--- src/hdl/eef_pkg.sv ---
// ---------------------------------------------------------------------------
// eef_pkg
// Shared types, constants and helpers of the EMG envelope filter: word
// formats, history row layout, sequencer states and fixed-point coefficients.
// ---------------------------------------------------------------------------
package eef_pkg;

  // sizes
  localparam int CHANNELS     = 8;
  localparam int HISTORY_BITS = 32;
  localparam int CH_W         = 3;
  localparam int SAMPLE_W     = 16;
  localparam int LIMIT_W      = 15;
  localparam int Q_SHIFT      = 12;                  // Q4.12 to Q8.24
  localparam int COEF_W       = 32;                  // Q2.30
  localparam int COEF_FRAC    = 30;
  localparam int S_W          = HISTORY_BITS + 2;    // x0 +- 2*x1 + x2
  localparam int LO_W         = S_W / 2;
  localparam int HI_W         = S_W - LO_W;
  localparam int MUL_W        = LO_W + 1;
  localparam int PROD_W       = MUL_W + COEF_W;
  localparam int PACC_W       = S_W + COEF_W;
  localparam int ACC_W        = HISTORY_BITS + 8;
  localparam int ROWS         = 3 * CHANNELS;
  localparam int ROW_W        = $clog2(ROWS);
  localparam int CFG_IDX_W    = 2;

  // configuration registers
  localparam logic [CFG_IDX_W-1:0] REG_ARTEFACT_LIMIT = CFG_IDX_W'(0);
  localparam logic [CFG_IDX_W-1:0] REG_NOISE_FLOOR    = CFG_IDX_W'(1);
  localparam logic [LIMIT_W-1:0]   ARTEFACT_RESET     = LIMIT_W'(2048);
  localparam logic [LIMIT_W-1:0]   NOISE_RESET        = LIMIT_W'(82);

  // words
  typedef struct packed {
    logic [CH_W-1:0]            channel;
    logic signed [SAMPLE_W-1:0] sample;
  } in_word_t;

  typedef struct packed {
    logic [CH_W-1:0]            out_channel;
    logic signed [SAMPLE_W-1:0] envelope;
  } out_word_t;

  // one history row: one filter of one channel
  typedef struct packed {
    logic signed [HISTORY_BITS-1:0] x1;
    logic signed [HISTORY_BITS-1:0] x2;
    logic signed [HISTORY_BITS-1:0] y1;
    logic signed [HISTORY_BITS-1:0] y2;
  } hist_row_t;

  typedef enum logic [1:0] {
    FLT_HIGHPASS,
    FLT_BANDLIMIT,
    FLT_ENVELOPE
  } filter_e;

  typedef enum logic [1:0] {
    TERM_INPUT,
    TERM_Y1,
    TERM_Y2
  } term_e;

  typedef enum logic [3:0] {
    ST_IDLE,
    ST_READ,
    ST_LOAD,
    ST_MUL_LO,
    ST_MUL_HI,
    ST_ACC,
    ST_WRITE,
    ST_GATE,
    ST_FIN
  } state_e;

  // multiply-accumulate controls
  typedef struct packed {
    logic clr_y;
    logic mul_lo;
    logic mul_hi;
    logic acc;
    logic sub;
  } mac_ctrl_t;

  // coefficient magnitudes, round half up of v * 2^30
  localparam logic [127:0] D15 = 128'd1000000000000000;
  localparam logic [127:0] D18 = 128'd1000000000000000000;
  localparam logic [127:0] Q_HP_A1 = (((128'd1783787708559230 << 31) / D15) + 128'd1) >> 1;
  localparam logic [127:0] Q_HP_A2 = (((128'd804982594421399 << 31) / D15) + 128'd1) >> 1;
  localparam logic [127:0] Q_HP_K  = (((128'd897192575745157 << 31) / D15) + 128'd1) >> 1;
  localparam logic [127:0] Q_BL_A1 = (((128'd43134450881076 << 31) / D15) + 128'd1) >> 1;
  localparam logic [127:0] Q_BL_A2 = (((128'd171901801714236 << 31) / D15) + 128'd1) >> 1;
  localparam logic [127:0] Q_BL_K  = (((128'd282191837708290 << 31) / D15) + 128'd1) >> 1;
  localparam logic [127:0] Q_EN_A1 = (((128'd1991322548359169 << 31) / D15) + 128'd1) >> 1;
  localparam logic [127:0] Q_EN_A2 = (((128'd991360035149071 << 31) / D15) + 128'd1) >> 1;
  localparam logic [127:0] Q_EN_K  = (((128'd9371697475252 << 31) / D18) + 128'd1) >> 1;

  localparam logic signed [COEF_W-1:0] C_HP_A1 = -$signed(Q_HP_A1[COEF_W-1:0]);
  localparam logic signed [COEF_W-1:0] C_HP_A2 = $signed(Q_HP_A2[COEF_W-1:0]);
  localparam logic signed [COEF_W-1:0] C_HP_K  = $signed(Q_HP_K[COEF_W-1:0]);
  localparam logic signed [COEF_W-1:0] C_BL_A1 = -$signed(Q_BL_A1[COEF_W-1:0]);
  localparam logic signed [COEF_W-1:0] C_BL_A2 = $signed(Q_BL_A2[COEF_W-1:0]);
  localparam logic signed [COEF_W-1:0] C_BL_K  = $signed(Q_BL_K[COEF_W-1:0]);
  localparam logic signed [COEF_W-1:0] C_EN_A1 = -$signed(Q_EN_A1[COEF_W-1:0]);
  localparam logic signed [COEF_W-1:0] C_EN_A2 = $signed(Q_EN_A2[COEF_W-1:0]);
  localparam logic signed [COEF_W-1:0] C_EN_K  = $signed(Q_EN_K[COEF_W-1:0]);

  // coefficient for a filter and a product term
  function automatic logic signed [COEF_W-1:0] coef_lookup(input filter_e f, input term_e t);
    logic signed [COEF_W-1:0] c;
    c = '0;
    case (f)
      FLT_HIGHPASS: begin
        case (t)
          TERM_INPUT: c = C_HP_K;
          TERM_Y1:    c = C_HP_A1;
          TERM_Y2:    c = C_HP_A2;
          default:    c = '0;
        endcase
      end
      FLT_BANDLIMIT: begin
        case (t)
          TERM_INPUT: c = C_BL_K;
          TERM_Y1:    c = C_BL_A1;
          TERM_Y2:    c = C_BL_A2;
          default:    c = '0;
        endcase
      end
      FLT_ENVELOPE: begin
        case (t)
          TERM_INPUT: c = C_EN_K;
          TERM_Y1:    c = C_EN_A1;
          TERM_Y2:    c = C_EN_A2;
          default:    c = '0;
        endcase
      end
      default: c = '0;
    endcase
    return c;
  endfunction

  // saturate to history width
  function automatic logic signed [HISTORY_BITS-1:0] sat_hist(input logic signed [ACC_W-1:0] v);
    logic signed [ACC_W-1:0] hi_lim;
    logic signed [ACC_W-1:0] lo_lim;
    logic signed [HISTORY_BITS-1:0] r;
    hi_lim = $signed({{(ACC_W-HISTORY_BITS+1){1'b0}}, {(HISTORY_BITS-1){1'b1}}});
    lo_lim = ~hi_lim;
    if (v > hi_lim) begin
      r = hi_lim[HISTORY_BITS-1:0];
    end else if (v < lo_lim) begin
      r = lo_lim[HISTORY_BITS-1:0];
    end else begin
      r = v[HISTORY_BITS-1:0];
    end
    return r;
  endfunction

  // Q8.24 to Q4.12, round half up, saturated
  function automatic logic signed [SAMPLE_W-1:0] round_env(input logic signed [HISTORY_BITS-1:0] y);
    logic signed [ACC_W-1:0] t;
    logic signed [ACC_W-1:0] hi_lim;
    logic signed [ACC_W-1:0] lo_lim;
    logic signed [SAMPLE_W-1:0] r;
    hi_lim = ACC_W'(32767);
    lo_lim = -ACC_W'(32768);
    t = (ACC_W'(y) + ACC_W'(2048)) >>> Q_SHIFT;
    if (t > hi_lim) begin
      r = hi_lim[SAMPLE_W-1:0];
    end else if (t < lo_lim) begin
      r = lo_lim[SAMPLE_W-1:0];
    end else begin
      r = t[SAMPLE_W-1:0];
    end
    return r;
  endfunction

endpackage

--- src/hdl/eef_mac.sv ---
// ---------------------------------------------------------------------------
// eef_mac
// Shared multiply-accumulate unit: one 18x32 signed multiplier used twice per
// product (low then high half of the operand), per-product rounding to Q8.24
// and a signed accumulator for the biquad output.
// ---------------------------------------------------------------------------
module eef_mac (
  input  logic                              clk_i,
  input  eef_pkg::mac_ctrl_t                ctrl_i,
  input  logic signed [eef_pkg::S_W-1:0]    opnd_i,
  input  logic signed [eef_pkg::COEF_W-1:0] coef_i,
  output logic signed [eef_pkg::ACC_W-1:0]  acc_o
);
  import eef_pkg::*;

  logic signed [HI_W-1:0]   hi_s;
  logic signed [MUL_W-1:0]  mul_a;
  logic signed [PROD_W-1:0] prod;
  logic signed [PACC_W-1:0] pacc_q, pacc_d;
  logic signed [PACC_W-1:0] rsum;
  logic signed [ACC_W-1:0]  rnd;
  logic signed [ACC_W-1:0]  y_q, y_d;

  // operand half select and multiplier
  assign hi_s  = $signed(opnd_i[S_W-1:LO_W]);
  assign mul_a = ctrl_i.mul_hi ? MUL_W'(hi_s) : $signed({1'b0, opnd_i[LO_W-1:0]});
  assign prod  = PROD_W'(mul_a) * PROD_W'(coef_i);

  // product assembly
  always_comb begin
    pacc_d = pacc_q;
    if (ctrl_i.mul_lo) begin
      pacc_d = PACC_W'(prod);
    end else if (ctrl_i.mul_hi) begin
      pacc_d = pacc_q + (PACC_W'(prod) <<< LO_W);
    end
  end

  // round half up to Q8.24
  assign rsum = pacc_q + (PACC_W'(1) <<< (COEF_FRAC - 1));
  assign rnd  = ACC_W'($signed(rsum[PACC_W-1:COEF_FRAC]));

  // output accumulator
  always_comb begin
    y_d = y_q;
    if (ctrl_i.clr_y) begin
      y_d = '0;
    end else if (ctrl_i.acc) begin
      y_d = ctrl_i.sub ? (y_q - rnd) : (y_q + rnd);
    end
  end

  always_ff @(posedge clk_i) begin
    pacc_q <= pacc_d;
    y_q    <= y_d;
  end

  assign acc_o = y_q;

endmodule

--- config.mk ---
export PLATFORM = sky130hd
export DESIGN_NAME = eef_mac
export DESIGN_NICKNAME = d
export VERILOG_FILES = /design/src/hdl/eef_pkg.sv /design/src/hdl/eef_mac.sv
export SDC_FILE = /design/constraint.sdc
export NUM_CORES = 2
export LEC_CHECK = 0
export BUFFER_PORTS_ARGS = -buffer_cell sky130_fd_sc_hd__buf_2
export CAP_MARGIN = 20
export CORE_MARGIN = 1.5
export CORE_UTILIZATION = 35
export DETAILED_ROUTE_END_ITERATION = 10
export HOLD_SLACK_MARGIN = 0.08
export PLACE_DENSITY = 0.59
export SETUP_SLACK_MARGIN = 0.02
export SKIP_CTS_REPAIR_TIMING = 1
export SLEW_MARGIN = 20
export SYNTH_ARGS = -nofsm -noshare
export SYNTH_HDL_FRONTEND = slang
export SYNTH_SLANG_ARGS = --single-unit
export TNS_END_PERCENT = 1
--- constraint.sdc ---
create_clock -name clk_i -period 11.51 [get_ports clk_i]
set_clock_uncertainty 0.2 [all_clocks]
set_input_delay 3.453 -clock clk_i [delete_from_list [all_inputs] [get_ports clk_i]]
set_output_delay 3.453 -clock clk_i [all_outputs]
set_load 0.02 [all_outputs]
; ---- Word-level counts from Yosys, hierarchy flattened
; Index checks and enable logic that the tools add are counted.
; W data, S select, Z words.
[totals]
input_bits = 72
ff_bits = 106
out_inout_bits = 40
word_cells = 12
[op_classes]
addsub = 4
n_mul = 1
n_reduce_logical = 1
n_mux = 4
[ops]
columns = cell, n
row1 = $mux W66, 2
row2 = $add A66 B31 Y66 const B, 1
row3 = $add A66 B66 Y66, 1
row4 = $mul A18 B32 Y50, 1
row5 = $add A40 B36 Y40, 1
row6 = $mux W40, 1
row7 = $sub A40 B36 Y40, 1
row8 = $mux W18, 1
row9 = $reduce_bool A2 Y1, 1

; ---- Logic depth before layout (Yosys ltp)
[depth]
ltp_word = 5
mapped_depth = 39
depth_no_buf = 37

; ---- Least setup slack after synthesis
; Ideal clock, no wire load.
[synth_path]
kind = input to register
from = input port ctrl_i[2] (netlist bit)
to = register pacc_q[63], data pin
arrival_time_ps = 11915
setup_ps = 271
setup_slack_ps = -876
stages = 36
path_buffers = 3
t_required_ps = 11039
cell_sequence = clkbuf_1 clkbuf_1 mux2_2 clkbuf_1 and2_1 fa_1 inv_1 fa_1 inv_1 fa_1 fa_1 fa_1 inv_1 fa_1 inv_1 ha_1 a21o_1 a31oi_1 o21ai_0 a22o_1 o41a_1 a21boi_0 nor2b_1 o31a_1 ha_1 a21o_1 a21o_1 a21o_1 a21o_1 a21o_1 a21o_1 a21oi_1 o21ai_0 a21oi_1 xor2_1 o21ai_0
[synth_between]
elab_chain_len = 5
[synth_rtl]
columns = element, line_no
row1 = from (decl), eef_mac.sv:9  ; input eef_pkg::mac_ctrl_t ctrl_i,
row2 = $mux W18 (*), eef_mac.sv:26  ; assign mul_a = ctrl_i.mul_hi ? MUL_W'(hi_s) : $signed({1'b0, opnd_i[LO_W-1:0]});
row3 = $mul A18 B32 Y50 (*), eef_mac.sv:27  ; assign prod = PROD_W'(mul_a) * PROD_W'(coef_i);
row4 = $add A66 B66 Y66, eef_mac.sv:35  ; pacc_d = pacc_q + (PACC_W'(prod) <<< LO_W);
row5 = $mux W66, eef_mac.sv:34  ; end else if (ctrl_i.mul_hi) begin
row6 = $mux W66 (*), eef_mac.sv:32  ; if (ctrl_i.mul_lo) begin
row7 = via pacc_d[63], eef_mac.sv:19  ; logic signed [PACC_W-1:0] pacc_q, pacc_d;
row8 = to (signal assigned), eef_mac.sv:54  ; pacc_q <= pacc_d;
row9 = to (decl), eef_mac.sv:19
; Mark *: on every way through the listed nets, which the timed path passes. The rest lies on a longest branch. The select of a mux whose other input is x is not followed.
; A chain may end at the register's enable or synchronous reset.

; ---- Worst setup path in the final report
[layout_path]
from = input port ctrl_i[2] (netlist bit)
to = register pacc_q[64], data pin
; Same word-level chain as after synthesis.

==> flow_summary_export.csv <==
group,metric,value,unit
die,core-area,83800,um2
worst_setup_path,max_stage_delay,0.58,ns
drt,routedWlPerCell,15.9,um
drt,dr_wl_met3,2.97,mm
timing,post-route-period-util,99.8,%
global_routing,track_usage,18.2,%
timing,tightest_slew,0.822,ns
synthesis,synth_edf_count,49,
placement,io_buffers,111,
clocking,clock-sinks,89,
layout,nNetsFinal,4725,
synthesis,yosysSeqAreaShare,7.65,%
timing,hold_viol,0,
die,die_h,294,um
drt,met1Wirelength,36.9,mm
hold_path,hold_class,"reg -> reg",
clocking,cts_buffers,9,
placement,dp_hpwl,68.8,mm
die,io-pin-count,112,
timing,max_freq,0.0870,GHz
clocking,clk_latency,0.37,ns
drt,dr.pass1.iters,5,
layout,most-common-layout-cells,"inv_1 (666), fa_1 (544), nand2_1 (459), buf_4 (406), ha_1 (197)",
clocking,root_buffer,"clkbuf_16",
worst_setup_path,reg2reg_to,"acc_o[39]",
synthesis,synth.avg_cell_area,8.51,um2
placement,place.gp.congestion,0.921,
global_routing,grt_max_degree,50,
worst_setup_path,required,11.51,ns
synthesis,ys_ff_latch,89,
worst_setup_path,cp_max_fo,7,
layout,finish.utilization,42.5,%
clocking,clk_pin_slew,0.08,ns
hold_path,whs_path_depth,2,
worst_setup_path,cpMaxStageDelayCell,"fa_1",
synthesis,syn_inst,3488,
synthesis,ys.warnings.count,0,
clocking,cts_tree,"done",
timing,period_minus_slack,11.49,ns
worst_setup_path,critPathKind,"in -> reg",
worst_setup_path,timing.rr.start,"pacc_q[30]",
drt,wl_met2,38.6,mm
timing,final.setup.tns,0,ns
timing,worst_hold_slack,0.285,ns
timing,final-max-slew-violation-count,0,
worst_setup_path,arrival,11.50,ns
synthesis,syn_nets,4328,
global_routing,grt_pass1_wl,127,mm
drt,drt_wl_total,79.8,mm
die,rows,106,
drt,top_layer,"met4",
drt,vias,24200,
worst_setup_path,rr_worst_depth,20,
synthesis,syn-cell-area,29700,um2
drt,ant_nets,0,
die,die_area,86600,um2
worst_setup_path,end_kind,"register",
run_status,status,"finished, final reports clean",
timing,slew_headroom,45.2,%
die,dieWidth,294,um
drt,drc,0,
global_routing,grt_pass1_vias,24400,
worst_setup_path,startpoint_type,"primary input",
hold_path,worstHoldStart,"acc_o[36]",
clocking,htree_levels,3,
global_routing,gr-total-overflow,0,
layout,layout_commonest_cell,"inv_1",
timing,setup-violations-final,0,
worst_setup_path,rrSetupSlack,4.71,ns
hold_path,hold_end,"acc_o[36]",
synthesis,synth.distinct_cells,75,
drt,detail_route.vias_per_cell,4.81,
layout,final_cells,5027,
clocking,clockBufferDepth,2,
synthesis,synth_flop_cell,"edfxtp_1",
timing,rsz0062_at_grt,"true",
placement,dpl.cell_count,4986,
layout,area_growth,20.0,%
flow_run,max-cap-violations,0,
layout,drive_above_1_share,18.8,%
die,initial_utilization,35.4,%
synthesis,postSynth.asyncResetShare,0,%
drt,drt_iter0_markers,1215,
global_routing,antenna_found_initial,4,
[logic make-up (layout without fill, tap and decap cells)]
group,after synthesis,count (layout),synth area share (%)
and+or+nand+nor,1035,1035,16.6
DFF,89,89,7.65
xor gates and xnor gates,200,200,5.95
other,0,3,0
adders and majority gates,768,768,46.4
muxes,54,56,1.93
AOI/OAI and AO/OA,504,504,10.7
buffers and inverters,838,1238,10.7
[synthesized netlist by cell type (all sizes together) (4+ instances only)]
master | count | area [um2]
o2111ai | 6 | 52.6
or2 | 8 | 50.1
and4 | 9 | 81.3
fa | 555 | 11100
a31o | 4 | 35.0
a31oi | 30 | 188
and2 | 193 | 1210
o21bai | 17 | 128
nor3 | 23 | 115
xnor2 | 123 | 1080
clkbuf | 134 | 503
nor2 | 151 | 567
a211o | 4 | 35.0
nand2b | 39 | 244
mux2i | 29 | 290
a21oi | 152 | 764
a41oi | 5 | 51.3
ha | 213 | 2670
nor2b | 17 | 106
nand3 | 38 | 190
buf | 30 | 144
xor2 | 76 | 666
o21ai | 108 | 541
or3 | 14 | 87.6
o211ai | 7 | 52.6
nand2 | 464 | 1740
mux2 | 25 | 282
a211oi | 20 | 150
edfxtp | 49 | 1470
nor4 | 15 | 93.8
o21a | 19 | 143
dfxtp | 40 | 801
o22ai | 6 | 37.5
inv | 674 | 2530
and3 | 17 | 106
o31ai | 6 | 45.0
a21o | 89 | 668
a21boi | 10 | 75.1
or4 | 5 | 41.3
nand4 | 29 | 181
[worst max-delay path by stage]
stage                          from          to  slack (ns)  cells after the start
after floorplan           ctrl_i[2]  pacc_q[63]       -0.01                     36
after global placement    ctrl_i[2]  pacc_q[65]       -0.67                     36
after detailed placement  ctrl_i[2]  pacc_q[65]       -0.76                     36
after CTS                 ctrl_i[2]  pacc_q[58]       -0.41                     35
after global routing      ctrl_i[2]  pacc_q[65]       -0.33                     36
final                     ctrl_i[2]  pacc_q[64]        0.02                     38
[area by class of cell]
cell class | instances | area [um2]
clock buffer | 10 | 250
fill | 8312 | 48200
tap | 1134 | 1420
sequential | 89 | 2270
timing repair buffer | 548 | 4160
inverter | 674 | 2530
clock inverter | 6 | 68.8
antenna | 3 | 7.51
multi-input combinational | 2563 | 24900
[routing by layer]
layer | track usage [%] | up-vias
met4 | 3.68 | 0
met3 | 1.67 | 85
met5 | 0 | -
met1 | 25.1 | 12000
met2 | 31.2 | 441
li1 | - | 11700
[state kept, by name, indices dropped and copies added, names as in the netlist]
name / flops
acc_o: 40
pacc_q: 49
[stage by stage]
| step | area [um2] | setup slack (ns) |
|---|---|---|
| 2_1_floorplan | 30000 | -0.0119 |
| 3_3_place_gp | 34500 | -0.673 |
| 3_5_place_dp | 34500 | -0.762 |
| 4_1_cts | 34800 | -0.408 |
| 5_1_grt | 35600 | -0.335 |
| 6_report | 35600 | 0.0174 |
[critical path, delay by kind of cell]
family                     cells  cell delay [ns]
xor gates and xnor gates       1             0.12
and+or+nand+nor                6             1.18
AOI/OAI and AO/OA             15             2.45
adders and majority gates      8             3.29
buffers and inverters          7             0.61
muxes                          1             0.35
Power is not shown: default switching activity piles up to over one toggle a cycle in this logic, so the estimate is an artifact.
